### src/rtl/crse_pkg.sv
// Shared types, constants and register codes of the column run segment encoder.
package crse_pkg;

    localparam int DEFAULT_MAX_DIM = 4096;
    localparam int CFG_W           = 13;
    localparam int CFG_IDX_W       = 2;
    localparam int CFG_DATA_W      = 13;
    localparam int PIX_W           = 8;
    localparam int SX_W            = 14;
    localparam int SY_W            = 13;
    localparam int FIFO_DEPTH      = 4;
    localparam int LUMA_SUM_W      = 25;

    localparam logic [15:0]      LUMA_R_COEF  = 16'd19595;
    localparam logic [15:0]      LUMA_G_COEF  = 16'd38469;
    localparam logic [15:0]      LUMA_B_COEF  = 16'd7472;
    localparam logic [PIX_W-1:0] RED_THRESH   = 8'd30;
    localparam logic [7:0]       QUANT_RECIP  = 8'd241;
    localparam int               QUANT_SHIFT  = 12;
    localparam logic [PIX_W-1:0] GRAY_FULL    = 8'd15;
    localparam logic [PIX_W-1:0] GRAY_FLUSH   = 8'd255;
    localparam logic [CFG_W-1:0] DIM_RESET    = 13'd4096;

    typedef enum logic [CFG_IDX_W-1:0] {
        CFG_SCAN_MODE    = 2'd0,
        CFG_IMAGE_WIDTH  = 2'd1,
        CFG_IMAGE_HEIGHT = 2'd2
    } t_cfg_idx;

    typedef struct packed {
        logic             scan_mode;
        logic [CFG_W-1:0] image_width;
        logic [CFG_W-1:0] image_height;
    } t_cfg;

    typedef struct packed {
        logic [PIX_W-1:0] luma;
        logic             red_lit;
        logic             last_sample;
    } t_luma_item;

    typedef struct packed {
        logic signed [SX_W-1:0] start_x;
        logic signed [SY_W-1:0] start_y;
        logic signed [SX_W-1:0] end_x;
        logic signed [SY_W-1:0] end_y;
        logic [PIX_W-1:0]       gray_level;
        logic                   last;
    } t_seg;

endpackage

### src/rtl/crse_if.sv
// Valid/ready channel interfaces for pixel samples and segments.
interface crse_in_if;
    logic       valid;
    logic       ready;
    logic [7:0] red;
    logic [7:0] green;
    logic [7:0] blue;
    logic       last_sample;

    modport source (output valid, output red, output green, output blue,
                    output last_sample, input ready);
    modport sink   (input valid, input red, input green, input blue,
                    input last_sample, output ready);
endinterface

interface crse_out_if;
    logic               valid;
    logic               ready;
    logic signed [13:0] start_x;
    logic signed [12:0] start_y;
    logic signed [13:0] end_x;
    logic signed [12:0] end_y;
    logic [7:0]         gray_level;
    logic               last;

    modport source (output valid, output start_x, output start_y, output end_x,
                    output end_y, output gray_level, output last, input ready);
    modport sink   (input valid, input start_x, input start_y, input end_x,
                    input end_y, input gray_level, input last, output ready);
endinterface

### src/rtl/crse_luma.sv
// Input register and luma product stage of the sample pipeline.
module crse_luma (
    input  logic                  i_clk,
    input  logic                  i_rst_n,
    crse_in_if.sink               i_pix,
    output logic                  o_item_v,
    output crse_pkg::t_luma_item  o_item,
    input  logic                  i_item_take
);
    import crse_pkg::*;

    logic             r_s1_v;
    logic [PIX_W-1:0] r_red;
    logic [PIX_W-1:0] r_green;
    logic [PIX_W-1:0] r_blue;
    logic             r_last;
    logic             r_s2_v;
    t_luma_item       r_item;

    logic                  s2_free;
    logic                  s1_go;
    logic                  s1_free;
    logic [LUMA_SUM_W-1:0] luma_sum;
    t_luma_item            n_item;

    assign s2_free     = !r_s2_v || i_item_take;
    assign s1_go       = r_s1_v && s2_free;
    assign s1_free     = !r_s1_v || s1_go;
    assign i_pix.ready = s1_free;

    always_comb begin
        luma_sum = LUMA_SUM_W'(r_red)   * LUMA_SUM_W'(LUMA_R_COEF)
                 + LUMA_SUM_W'(r_green) * LUMA_SUM_W'(LUMA_G_COEF)
                 + LUMA_SUM_W'(r_blue)  * LUMA_SUM_W'(LUMA_B_COEF);
        n_item.luma        = luma_sum[16 +: PIX_W];
        n_item.red_lit     = r_red > RED_THRESH;
        n_item.last_sample = r_last;
    end

    always_ff @(posedge i_clk) begin
        if (!i_rst_n) begin
            r_s1_v <= 1'b0;
            r_s2_v <= 1'b0;
        end else begin
            if (s1_free) begin
                r_s1_v <= i_pix.valid;
            end
            if (s2_free) begin
                r_s2_v <= s1_go;
            end
        end
    end

    always_ff @(posedge i_clk) begin
        if (i_pix.valid && s1_free) begin
            r_red   <= i_pix.red;
            r_green <= i_pix.green;
            r_blue  <= i_pix.blue;
            r_last  <= i_pix.last_sample;
        end
        if (s1_go) begin
            r_item <= n_item;
        end
    end

    assign o_item_v = r_s2_v;
    assign o_item   = r_item;
endmodule

### src/rtl/crse_run.sv
// Pixel classification, position counters and vertical run tracking.
module crse_run #(
    parameter int MAX_DIM = crse_pkg::DEFAULT_MAX_DIM
) (
    input  logic                 i_clk,
    input  logic                 i_rst_n,
    input  crse_pkg::t_cfg       i_cfg,
    input  logic                 i_take,
    input  crse_pkg::t_luma_item i_item,
    output logic [1:0]           o_push_n,
    output crse_pkg::t_seg       o_seg0,
    output crse_pkg::t_seg       o_seg1
);
    import crse_pkg::*;

    localparam int CNT_W = $clog2(MAX_DIM);
    localparam int XW    = CNT_W + 1;
    localparam int CMP_W = ((CNT_W > CFG_W) ? CNT_W : CFG_W) + 1;

    logic [CNT_W-1:0] r_col, n_col;
    logic [CNT_W-1:0] r_row, n_row;
    logic             r_open, n_open;
    logic [XW-1:0]    r_sx, n_sx;
    logic [CNT_W-1:0] r_sy, n_sy;
    logic [CNT_W-1:0] r_ey, n_ey;
    logic [PIX_W-1:0] r_rgray, n_rgray;
    logic             r_found, n_found;
    logic [PIX_W-1:0] r_pgray, n_pgray;

    logic [CMP_W-1:0] w_cl;
    logic [CMP_W-1:0] h_cl;
    logic [15:0]      quant_prod;
    logic [3:0]       quant;
    logic             lit_s;
    logic [PIX_W-1:0] gray_s;
    logic             eff_found;
    logic [PIX_W-1:0] eff_gray;
    logic [XW-1:0]    x;
    logic             extend;
    logic             emit0;
    logic             row_last;
    logic             col_last;
    logic             frame_end;
    t_seg             seg_reg;
    t_seg             seg_flush;

    always_comb begin
        w_cl = (i_cfg.image_width == '0) ? CMP_W'(1)
             : (CMP_W'(i_cfg.image_width) > CMP_W'(MAX_DIM)) ? CMP_W'(MAX_DIM)
             : CMP_W'(i_cfg.image_width);
        h_cl = (i_cfg.image_height == '0) ? CMP_W'(1)
             : (CMP_W'(i_cfg.image_height) > CMP_W'(MAX_DIM)) ? CMP_W'(MAX_DIM)
             : CMP_W'(i_cfg.image_height);

        quant_prod = 16'(i_item.luma) * 16'(QUANT_RECIP);
        quant      = quant_prod[QUANT_SHIFT +: 4];
        lit_s      = i_cfg.scan_mode ? (quant != 4'd0) : i_item.red_lit;
        gray_s     = i_cfg.scan_mode ? PIX_W'(quant) : i_item.luma;
        eff_found  = r_found || lit_s;
        eff_gray   = r_found ? r_pgray : gray_s;

        x      = i_cfg.scan_mode ? (XW'(r_col) + XW'(1)) : XW'(r_col);
        extend = (XW'(r_row) == XW'(r_ey) + XW'(1)) && (r_sx == x)
              && (eff_gray == r_rgray);

        row_last  = (CMP_W'(r_row) + CMP_W'(1)) >= h_cl;
        col_last  = (CMP_W'(r_col) + CMP_W'(1)) >= w_cl;
        frame_end = i_item.last_sample && row_last && col_last;
        emit0     = i_item.last_sample && eff_found && r_open && !extend;

        seg_reg.start_x    = SX_W'(r_sx);
        seg_reg.start_y    = SY_W'(r_sy);
        seg_reg.end_x      = SX_W'(r_sx);
        seg_reg.end_y      = SY_W'(r_ey);
        seg_reg.gray_level = (i_cfg.scan_mode && (XW'(r_ey) > XW'(r_sy) + XW'(1)))
                           ? GRAY_FULL : r_rgray;
        seg_reg.last       = 1'b0;

        n_col   = r_col;
        n_row   = r_row;
        n_open  = r_open;
        n_sx    = r_sx;
        n_sy    = r_sy;
        n_ey    = r_ey;
        n_rgray = r_rgray;
        n_found = r_found;
        n_pgray = r_pgray;

        if (i_item.last_sample) begin
            n_found = 1'b0;
            n_pgray = '0;
            if (eff_found) begin
                if (r_open && extend) begin
                    n_ey = r_row;
                end else begin
                    n_open  = 1'b1;
                    n_sx    = x;
                    n_sy    = r_row;
                    n_ey    = r_row;
                    n_rgray = eff_gray;
                end
            end
            if (row_last) begin
                n_row = '0;
                n_col = col_last ? '0 : r_col + CNT_W'(1);
            end else begin
                n_row = r_row + CNT_W'(1);
            end
        end else begin
            n_found = eff_found;
            n_pgray = eff_gray;
        end

        seg_flush.start_x    = n_open ? SX_W'(n_sx) : '1;
        seg_flush.start_y    = n_open ? SY_W'(n_sy) : '1;
        seg_flush.end_x      = n_open ? SX_W'(n_sx) : '1;
        seg_flush.end_y      = n_open ? SY_W'(n_ey) : '1;
        seg_flush.gray_level = GRAY_FLUSH;
        seg_flush.last       = 1'b1;

        if (frame_end) begin
            n_open  = 1'b0;
            n_rgray = '0;
        end

        o_seg0   = emit0 ? seg_reg : seg_flush;
        o_seg1   = seg_flush;
        o_push_n = i_take ? (2'(emit0) + 2'(frame_end)) : 2'd0;
    end

    always_ff @(posedge i_clk) begin
        if (!i_rst_n) begin
            r_col   <= '0;
            r_row   <= '0;
            r_open  <= 1'b0;
            r_found <= 1'b0;
            r_pgray <= '0;
            r_rgray <= '0;
        end else if (i_take) begin
            r_col   <= n_col;
            r_row   <= n_row;
            r_open  <= n_open;
            r_found <= n_found;
            r_pgray <= n_pgray;
            r_rgray <= n_rgray;
        end
    end

    always_ff @(posedge i_clk) begin
        if (i_take) begin
            r_sx <= n_sx;
            r_sy <= n_sy;
            r_ey <= n_ey;
        end
    end
endmodule

### src/rtl/crse_seg_fifo.sv
// Result queue taking up to two segments a cycle and releasing one while the output is ready.
module crse_seg_fifo (
    input  logic           i_clk,
    input  logic           i_rst_n,
    input  logic [1:0]     i_push_n,
    input  crse_pkg::t_seg i_seg0,
    input  crse_pkg::t_seg i_seg1,
    output logic           o_room,
    crse_out_if.source     o_seg
);
    import crse_pkg::*;

    localparam int PTR_W = $clog2(FIFO_DEPTH);
    localparam int CNT_W = $clog2(FIFO_DEPTH + 1);

    t_seg             r_mem [FIFO_DEPTH];
    logic [PTR_W-1:0] r_wp, n_wp;
    logic [PTR_W-1:0] r_rp, n_rp;
    logic [CNT_W-1:0] r_count, n_count;
    logic             pop;
    logic [PTR_W-1:0] wp1;
    t_seg             head;

    assign pop    = o_seg.valid && o_seg.ready;
    assign wp1    = r_wp + PTR_W'(1);
    assign o_room = r_count <= CNT_W'(FIFO_DEPTH - 2);

    always_comb begin
        n_wp    = r_wp + PTR_W'(i_push_n);
        n_rp    = pop ? r_rp + PTR_W'(1) : r_rp;
        n_count = r_count + CNT_W'(i_push_n) - CNT_W'(pop);
    end

    always_ff @(posedge i_clk) begin
        if (!i_rst_n) begin
            r_wp    <= '0;
            r_rp    <= '0;
            r_count <= '0;
        end else begin
            r_wp    <= n_wp;
            r_rp    <= n_rp;
            r_count <= n_count;
        end
    end

    always_ff @(posedge i_clk) begin
        if (i_push_n != 2'd0) begin
            r_mem[r_wp] <= i_seg0;
        end
        if (i_push_n == 2'd2) begin
            r_mem[wp1] <= i_seg1;
        end
    end

    assign head             = r_mem[r_rp];
    assign o_seg.valid      = r_count != '0;
    assign o_seg.start_x    = head.start_x;
    assign o_seg.start_y    = head.start_y;
    assign o_seg.end_x      = head.end_x;
    assign o_seg.end_y      = head.end_y;
    assign o_seg.gray_level = head.gray_level;
    assign o_seg.last       = head.last;
endmodule

### src/rtl/column_run_segment_encoder_core.sv
// Top level of the column run segment encoder: configuration registers and datapath.
//
// Accepts one RGB sample per clock with no gaps of its own. A sample passes an input
// register, a luma product register and the run tracker, which writes zero, one or
// two segments into a four-entry result queue read out one per clock while the output
// is ready; each segment is presented on the output from the head of that queue.
// Input stalls only when the result queue has fewer than two free entries, which
// happens only under output back-pressure.
// Write configuration only while no transaction is in flight.
module column_run_segment_encoder_core #(
    parameter int MAX_DIM = crse_pkg::DEFAULT_MAX_DIM
) (
    input  logic                              i_clk,
    input  logic                              i_rst_n,
    crse_in_if.sink                           i_pix,
    crse_out_if.source                        o_seg,
    input  logic                              i_cfg_we,
    input  logic [crse_pkg::CFG_IDX_W-1:0]    i_cfg_idx,
    input  logic [crse_pkg::CFG_DATA_W-1:0]   i_cfg_data
);
    import crse_pkg::*;

    t_cfg       r_cfg;
    logic       item_v;
    t_luma_item item;
    logic       room;
    logic       take;
    logic [1:0] push_n;
    t_seg       seg0;
    t_seg       seg1;

    always_ff @(posedge i_clk) begin
        if (!i_rst_n) begin
            r_cfg.scan_mode    <= 1'b0;
            r_cfg.image_width  <= DIM_RESET;
            r_cfg.image_height <= DIM_RESET;
        end else if (i_cfg_we) begin
            case (t_cfg_idx'(i_cfg_idx))
                CFG_SCAN_MODE:    r_cfg.scan_mode    <= i_cfg_data[0];
                CFG_IMAGE_WIDTH:  r_cfg.image_width  <= CFG_W'(i_cfg_data);
                CFG_IMAGE_HEIGHT: r_cfg.image_height <= CFG_W'(i_cfg_data);
                default: ;
            endcase
        end
    end

    assign take = item_v && room;

    crse_luma u_luma (
        .i_clk       (i_clk),
        .i_rst_n     (i_rst_n),
        .i_pix       (i_pix),
        .o_item_v    (item_v),
        .o_item      (item),
        .i_item_take (take)
    );

    crse_run #(
        .MAX_DIM (MAX_DIM)
    ) u_run (
        .i_clk    (i_clk),
        .i_rst_n  (i_rst_n),
        .i_cfg    (r_cfg),
        .i_take   (take),
        .i_item   (item),
        .o_push_n (push_n),
        .o_seg0   (seg0),
        .o_seg1   (seg1)
    );

    crse_seg_fifo u_fifo (
        .i_clk    (i_clk),
        .i_rst_n  (i_rst_n),
        .i_push_n (push_n),
        .i_seg0   (seg0),
        .i_seg1   (seg1),
        .o_room   (room),
        .o_seg    (o_seg)
    );
endmodule
### src/flat_wrapper.sv
// flat-port wrapper written by rule: the top's interface ports become plain ports
module column_run_segment_encoder_core_flat import crse_pkg::*;
#(
    parameter int MAX_DIM = crse_pkg::DEFAULT_MAX_DIM
)
  (i_clk, i_rst_n, i_cfg_we, i_cfg_idx, i_cfg_data, i_pix_valid, i_pix_red, i_pix_green, i_pix_blue, i_pix_last_sample, i_pix_ready, o_seg_valid, o_seg_start_x, o_seg_start_y, o_seg_end_x, o_seg_end_y, o_seg_gray_level, o_seg_last, o_seg_ready);
  crse_in_if i_pix_i ();
  crse_out_if o_seg_i ();
  input  logic i_clk;
  input  logic i_rst_n;
  input  logic i_cfg_we;
  input  logic [crse_pkg::CFG_IDX_W-1:0] i_cfg_idx;
  input  logic [crse_pkg::CFG_DATA_W-1:0] i_cfg_data;
  input wire logic [$bits(i_pix_i.valid)-1:0] i_pix_valid;
  input wire logic [$bits(i_pix_i.red)-1:0] i_pix_red;
  input wire logic [$bits(i_pix_i.green)-1:0] i_pix_green;
  input wire logic [$bits(i_pix_i.blue)-1:0] i_pix_blue;
  input wire logic [$bits(i_pix_i.last_sample)-1:0] i_pix_last_sample;
  output wire logic [$bits(i_pix_i.ready)-1:0] i_pix_ready;
  output wire logic [$bits(o_seg_i.valid)-1:0] o_seg_valid;
  output wire logic [$bits(o_seg_i.start_x)-1:0] o_seg_start_x;
  output wire logic [$bits(o_seg_i.start_y)-1:0] o_seg_start_y;
  output wire logic [$bits(o_seg_i.end_x)-1:0] o_seg_end_x;
  output wire logic [$bits(o_seg_i.end_y)-1:0] o_seg_end_y;
  output wire logic [$bits(o_seg_i.gray_level)-1:0] o_seg_gray_level;
  output wire logic [$bits(o_seg_i.last)-1:0] o_seg_last;
  input wire logic [$bits(o_seg_i.ready)-1:0] o_seg_ready;
  assign i_pix_i.valid = i_pix_valid;
  assign i_pix_i.red = i_pix_red;
  assign i_pix_i.green = i_pix_green;
  assign i_pix_i.blue = i_pix_blue;
  assign i_pix_i.last_sample = i_pix_last_sample;
  assign i_pix_ready = i_pix_i.ready;
  assign o_seg_valid = o_seg_i.valid;
  assign o_seg_start_x = o_seg_i.start_x;
  assign o_seg_start_y = o_seg_i.start_y;
  assign o_seg_end_x = o_seg_i.end_x;
  assign o_seg_end_y = o_seg_i.end_y;
  assign o_seg_gray_level = o_seg_i.gray_level;
  assign o_seg_last = o_seg_i.last;
  assign o_seg_i.ready = o_seg_ready;
  column_run_segment_encoder_core #(.MAX_DIM(MAX_DIM)) u_core (.i_clk(i_clk), .i_rst_n(i_rst_n), .i_pix(i_pix_i), .o_seg(o_seg_i), .i_cfg_we(i_cfg_we), .i_cfg_idx(i_cfg_idx), .i_cfg_data(i_cfg_data));
endmodule
### config.mk
export PLATFORM = sky130hd
export DESIGN_NAME = column_run_segment_encoder_core_flat
export DESIGN_NICKNAME = d
export VERILOG_FILES = /design/src/rtl/crse_pkg.sv /design/src/rtl/crse_if.sv /design/src/rtl/crse_luma.sv /design/src/rtl/crse_run.sv /design/src/rtl/crse_seg_fifo.sv /design/src/rtl/column_run_segment_encoder_core.sv /design/src/flat_wrapper.sv
export SDC_FILE = /design/constraint.sdc
export NUM_CORES = 1
export LEC_CHECK = 0
export BUFFER_PORTS_ARGS = -buffer_cell sky130_fd_sc_hd__clkbuf_2
export CAP_MARGIN = 15
export CORE_MARGIN = 2
export CORE_UTILIZATION = 45
export DETAILED_ROUTE_END_ITERATION = 10
export GPL_ROUTABILITY_DRIVEN = 0
export PLACE_DENSITY_LB_ADDON = 0.12
export SYNTH_ARGS = -nofsm -noshare
export SYNTH_HDL_FRONTEND = slang
export SYNTH_SLANG_ARGS = --single-unit
### constraint.sdc
create_clock -name i_clk -period 9.3 [get_ports i_clk]
set_clock_uncertainty 0.05 [all_clocks]
set_input_delay 0.465 -clock i_clk [delete_from_list [all_inputs] [get_ports i_clk]]
set_output_delay 0.465 -clock i_clk [all_outputs]
set_load 0.05 [all_outputs]
==> results.ini, run 1 <==
[critical_path]
path_max_fanout=6
startpoint=u_core.u_luma.r_blue[5]
crit_arrival_ns=8.11
worstReg2RegStart=u_core.u_luma.r_blue[5]
required_ns=9.57
end_kind=flip-flop
rrSetupSlack_ns=1.46
slowest_stage=o41ai_1
crit_top_cell=fa_1
path_class=reg2reg
r2r_cells=28
crit_path_start_kind=flip-flop
r2r_end=u_core.u_luma.o_item[8]
cp-endpoint=u_core.u_luma.o_item[8]
max_stage_delay_ns=0.64

[power]
cell_internal_pwr_uw=5150
p_seq_share_pct=20.4
power_frac_comb_pct=60.8
p_sw_share_pct=45.0
peakVddDrop_v=0.000392
p_clk_share_pct=18.8
power_density_nw_per_um2=341
total_power_uw=9360
p_sw_uw=4210
power.leakage_uw=0.0115

[layout]
antennaDiodeCount=0
drive_above_1_share_pct=13.4
finalInstanceArea_sq_um=27400
mostFrequentLayoutCell=inv_1
final_nets=2757
syn2layout_area_growth_pct=10.3
layout_common_cells=inv_1, ha_1, edfxtp_1

[clocking]
clock_sinks=340
cts.path.max_buffers=3
cts_resized=0
clockRootBuffer=clkbuf_16
postCtsSetupRepairBufs=0
cts_tree=built
clk_pin_slew_ns=0.05
cts_made_buffers=41
clock_latency_ns=0.58
htree_num_levels=2

[global_route]
grt_antenna_before_repair=0
grt_pass1_vias=18600
grtUsageTotal_pct=24.4
grt_pass1_wl_um=108000
grt_start_max_net_pins=71
grt-ovfl-total=0

[logic_synthesis]
synth_top_family_by_area=adder cells
synth-compound-area-share_pct=15.0
synthesis.nets=2715
yosys.area_share.simple_pct=11.5
synth-xor-area-share_pct=3.70
synth.distinct_cells=96
ys_seq_elements=340
synthesis.area_sq_um=24900
yosysTopAreaCell=edfxtp_1
synth_fa_ha_area_share_pct=20.8
synth_ff_type=edfxtp_1
synthCells=2326
synthTopCellsByArea=edfxtp_1, ha_1, dfxtp_1
synth_top_area_share_pct=27.1
synth_edf_count=224
syn_area_per_cell_sq_um=10.7
seq_area_frac_synth_pct=36.4
async_reset_ff_share_pct=0
synth_warnings=0
muxShareOfSynthArea_pct=5.61

[timing]
finalCriticalPeriod_ns=7.84
slew_headroom_pct=24.6
finalCritPeriodShare_pct=84.3
tightest_slew_ns=1.12
hold_viol_final=0
finalSetupViolCount=0
timing.setup.tns_ns=0
rsz0062_at_grt=false
worst_hold_slack_ns=0.0397
drv_slew=0
fmax_mhz=127

[floorplan]
initial_core_util_pct=45.3
die_w_um=239
fp.dieH_um=239
core_area_sq_um=54900
die_area_sq_um=57100
rows=86
io_pins=110

[detailed_routing]
vias=18400
vias_per_cell=5.92
drtIter0Drc=1440
wl_per_cell_um=22.0
drc=0
postRouteAntennaNets=0
wirelength_um=68300
dr.pass1.iters=6

[place]
placedInstanceArea_sq_um=25700
io_buffer_count=109
dp_hpwl_um=48900

[hold_path]
hp-class=in2reg

[job]
drv_cap=0

[status]
status=completed

power groups by stage:
stage | logic [uW] | registers [uW] | clock network [uW]
3_3_place_gp | 5510 | 1940 | 0
2_1_floorplan | 4540 | 1870 | 0
5_1_grt | 6460 | 1920 | 1850
4_1_cts | 5730 | 1910 | 1790
6_report | 5690 | 1910 | 1760
3_5_place_dp | 5660 | 1940 | 0
cells in the mapped netlist (all sizes together), types with 26 or more instances:
cell and instances:
nand2 185, nor3 38, fa 115, or3 26, dfxtp 116, a21oi 86
nand3 40, ha 229, o32ai 101, xor2 37, clkbuf 94, xnor2 56
o21ai 60, a21boi 45, and3 33, mux4 47, inv 241, nor2 118
o2bb2ai 36, edfxtp 224, buf 69
cell families after synthesis:
family          after synthesis
flops                       340
buf+inv                     404
simple gates                564
fa+ha+maj                   344
xor+xnor                     97
mux                          79
compound gates              498
layer usage:
layer / global-route usage, % / vias to the layer above / share of wire, %
met5: 0 / - / 0
met4: 10.0 / 0 / 3.8
met3: 2.98 / 160 / 5.7
met2: 40.3 / 616 / 47
met1: 32.6 / 9025 / 43
li1: - / 8571 / -
registers in the layout, indices dropped and copies added, names as in the netlist, 10 cells and up, named ones only:
| signal | count |
|---|---|
| u_core.u_run.r_row | 12 |
| u_core.u_run.r_sy | 12 |
| u_core.u_run.r_ey | 12 |
| u_core.u_run.r_sx | 13 |
| u_core.u_luma.o_item | 10 |
| u_core.u_run.r_col | 12 |
| u_core.r_cfg | 27 |
| u_core.u_fifo.r_mem | 188 |
worst min-delay path by stage:
stage,start,to,depth (start not counted)
6_report,i_pix_green[7],u_core.u_luma.r_green[7],1
3_3_place_gp,u_core.u_luma.r_last,u_core.u_luma.o_item[0],0
3_5_place_dp,u_core.u_luma.r_last,u_core.u_luma.o_item[0],0
5_1_grt,i_pix_green[7],u_core.u_luma.r_green[7],1
2_1_floorplan,u_core.u_luma.r_last,u_core.u_luma.o_item[0],0
4_1_cts,i_pix_green[7],u_core.u_luma.r_green[7],1
worst max-delay path: cells and delay by family, from the launching register on:
kind	cells	cell delay (ns)
fa+ha+maj	10	4.30
compound gates	8	1.79
flops	1	0.50
simple gates	4	0.43
xor+xnor	2	0.32
buf+inv	4	0.18
stage by stage:
stage,cells,setup slack (ns),util [%]
CTS,3105,1.46,50.0
global route,3105,0.967,50.0
global placement,3005,1.57,46.8
detailed placement,3005,1.45,46.8
finish,3105,1.46,50.0
floorplan,2326,1.97,-
area by class of cell:
cell class | instances | area (sq um)
flip-flops and latches | 340 | 9050
fillers | 4923 | 27500
clock buffers | 50 | 1110
inverters | 241 | 905
well taps | 704 | 881
clock inverters | 26 | 353
multi-input cells | 1582 | 14100
repair buffers | 162 | 1000
repair_timing:
item,4_1_cts,5_1_grt
hold buffers,24,0
hold endpoints to repair,24,0
setup endpoints to repair,0,0
No activity file was read; power rests on OpenSTA's default activity.
==> run 2: changes to the inputs <==
clock period = 6.8 ns   (was 9.3 ns; I/O delays follow)
==> results.ini, run 2 (synthesis results as in run 1) <==
[global_route]
grt_start_max_net_pins=71
grt_pass1_wl_um=109000
grt_antenna_before_repair=0
grt-ovfl-total=0
grt_pass1_vias=19200
grtUsageTotal_pct=24.6

[power]
power.leakage_uw=0.0118
power_density_nw_per_um2=491
peakVddDrop_v=0.000547

[clocking]
clockRootBuffer=clkbuf_16
cts_tree=built
htree_num_levels=2
cts.path.max_buffers=3
clock_sinks=340
cts_made_buffers=40
clk_pin_slew_ns=0.06
clock_latency_ns=0.58

[critical_path]
slowest_stage=fa_1
path_class=reg2reg
crit_top_cell=fa_1
crit_arrival_ns=7.16
end_kind=flip-flop
required_ns=7.16
path_max_fanout=4
max_stage_delay_ns=0.51
crit_path_start_kind=flip-flop

[floorplan]
initial_core_util_pct=45.3
io_pins=110
fp.dieH_um=239
rows=86
die_area_sq_um=57100
die_w_um=239
core_area_sq_um=54900

[layout]
mostFrequentLayoutCell=inv_1
antennaDiodeCount=0
final_core_util_pct=51.2
final_nets=2827
largest_register_ffs=188
regMostFlops=u_core.u_fifo.r_mem
largestRegisters=u_core.u_fifo.r_mem: 188 flops, u_core.r_cfg: 27 flops, u_core.u_run.r_sx: 13 flops
layout_common_cells=inv_1, edfxtp_1, ha_1
drive_above_1_share_pct=16.8
syn2layout_area_growth_pct=13.1

[timing]
fin_ws_ns=-0.00486
worst_hold_slack_ns=0.0241
slew_headroom_pct=33.1
hold_viol_final=0
fmax_mhz=147
timing.setup.tns_ns=-0.00486
finalSetupViolCount=1
tightest_slew_ns=1.00
finalCriticalPeriod_ns=6.80
rsz0062_at_grt=true
finalCritPeriodShare_pct=100
drv_slew=0

[job]
drv_cap=0

[status]
violations=setup timing
status=finished, violations left

[hold_path]
hp-class=in2reg

[detailed_routing]
dr.pass1.iters=5
wirelength_um=69000
drtIter0Drc=1450
postRouteAntennaNets=0
vias_per_cell=5.88
wl_per_cell_um=21.7
vias=18700
drc=0

[place]
io_buffer_count=109
dp_hpwl_um=49000
pre_cts_slack_ns=-0.245

run 2: cell types whose count changed in the layout (fill, tap and decap cells not counted), moves of 5 or more:
cell           change
inv_2              +6
inv_1              -6
ha_1               -9
dlygate4sd3_1     +14
nor2_1             -5
ha_4               +9
bufinv_16          -8
buf_4             +53
run 2: layout make-up:
| cell class | count | area (sq um) |
|---|---|---|
| Fill cell | 4877 | 26800 |
| Multi-Input combinational cell | 1582 | 14300 |
| Sequential cell | 340 | 9050 |
| Timing Repair Buffer | 233 | 1630 |
| Clock buffer | 50 | 1120 |
| Inverter | 241 | 905 |
| Tap cell | 704 | 881 |
| Clock inverter | 23 | 163 |
run 2: layer usage:
layer	vias up	part of all wire (%)	track usage [%]
li1	8708	-	-
met4	0	2.9	8.33
met3	128	5.4	3.01
met1	9240	43	32.7
met2	585	48	41.5
met5	-	0	0
run 2: where the power goes:
part | total, uW | internal [uW] | leakage (uW) | switching, uW
logic | 9080 | 3990 | 0.00787 | 5090
clock network | 2110 | 1190 | 0.000633 | 926
registers | 2610 | 2440 | 0.00330 | 165
run 2: critical path: cells and delay by family, from the launching register on:
family / cells / cell delay (ns)
adder cells (fa/ha/maj): 10 / 3.92
AO/OA/AOI/OAI: 8 / 1.27
flip-flops: 1 / 0.48
AND/OR/NAND/NOR: 5 / 0.44
buffers and inverters: 5 / 0.36
XOR/XNOR: 1 / 0.13
run 2: stage by stage:
stage	instances	power [uW]	area, sq um
2_1_floorplan	2326	9070	24900
3_3_place_gp	3053	10900	26200
3_5_place_dp	3053	11100	26200
4_1_cts	3169	13500	27900
5_1_grt	3173	15100	28100
6_report	3173	13800	28100
run 2: repair_timing:
action                                  CTS  global route
gates resized for setup                   7            32
endpoints found under the hold margin    49             0
buffers inserted                          5             4
hold buffers                             38             0
endpoints found under the setup margin    5           343
pin swaps                                12             7
run 2: final timing paths:
kind                                               from                      end  slack (ns)  cells after the start
worst min-delay path                      i_cfg_data[0]         u_core.r_cfg[13]        0.02                      3
worst min register to register     u_core.u_luma.r_last  u_core.u_luma.o_item[0]        0.40                      0
worst max register to register  u_core.u_luma.r_blue[6]  u_core.u_luma.o_item[9]      -0.005                     29
worst max-delay path            u_core.u_luma.r_blue[6]  u_core.u_luma.o_item[9]      -0.005                     29
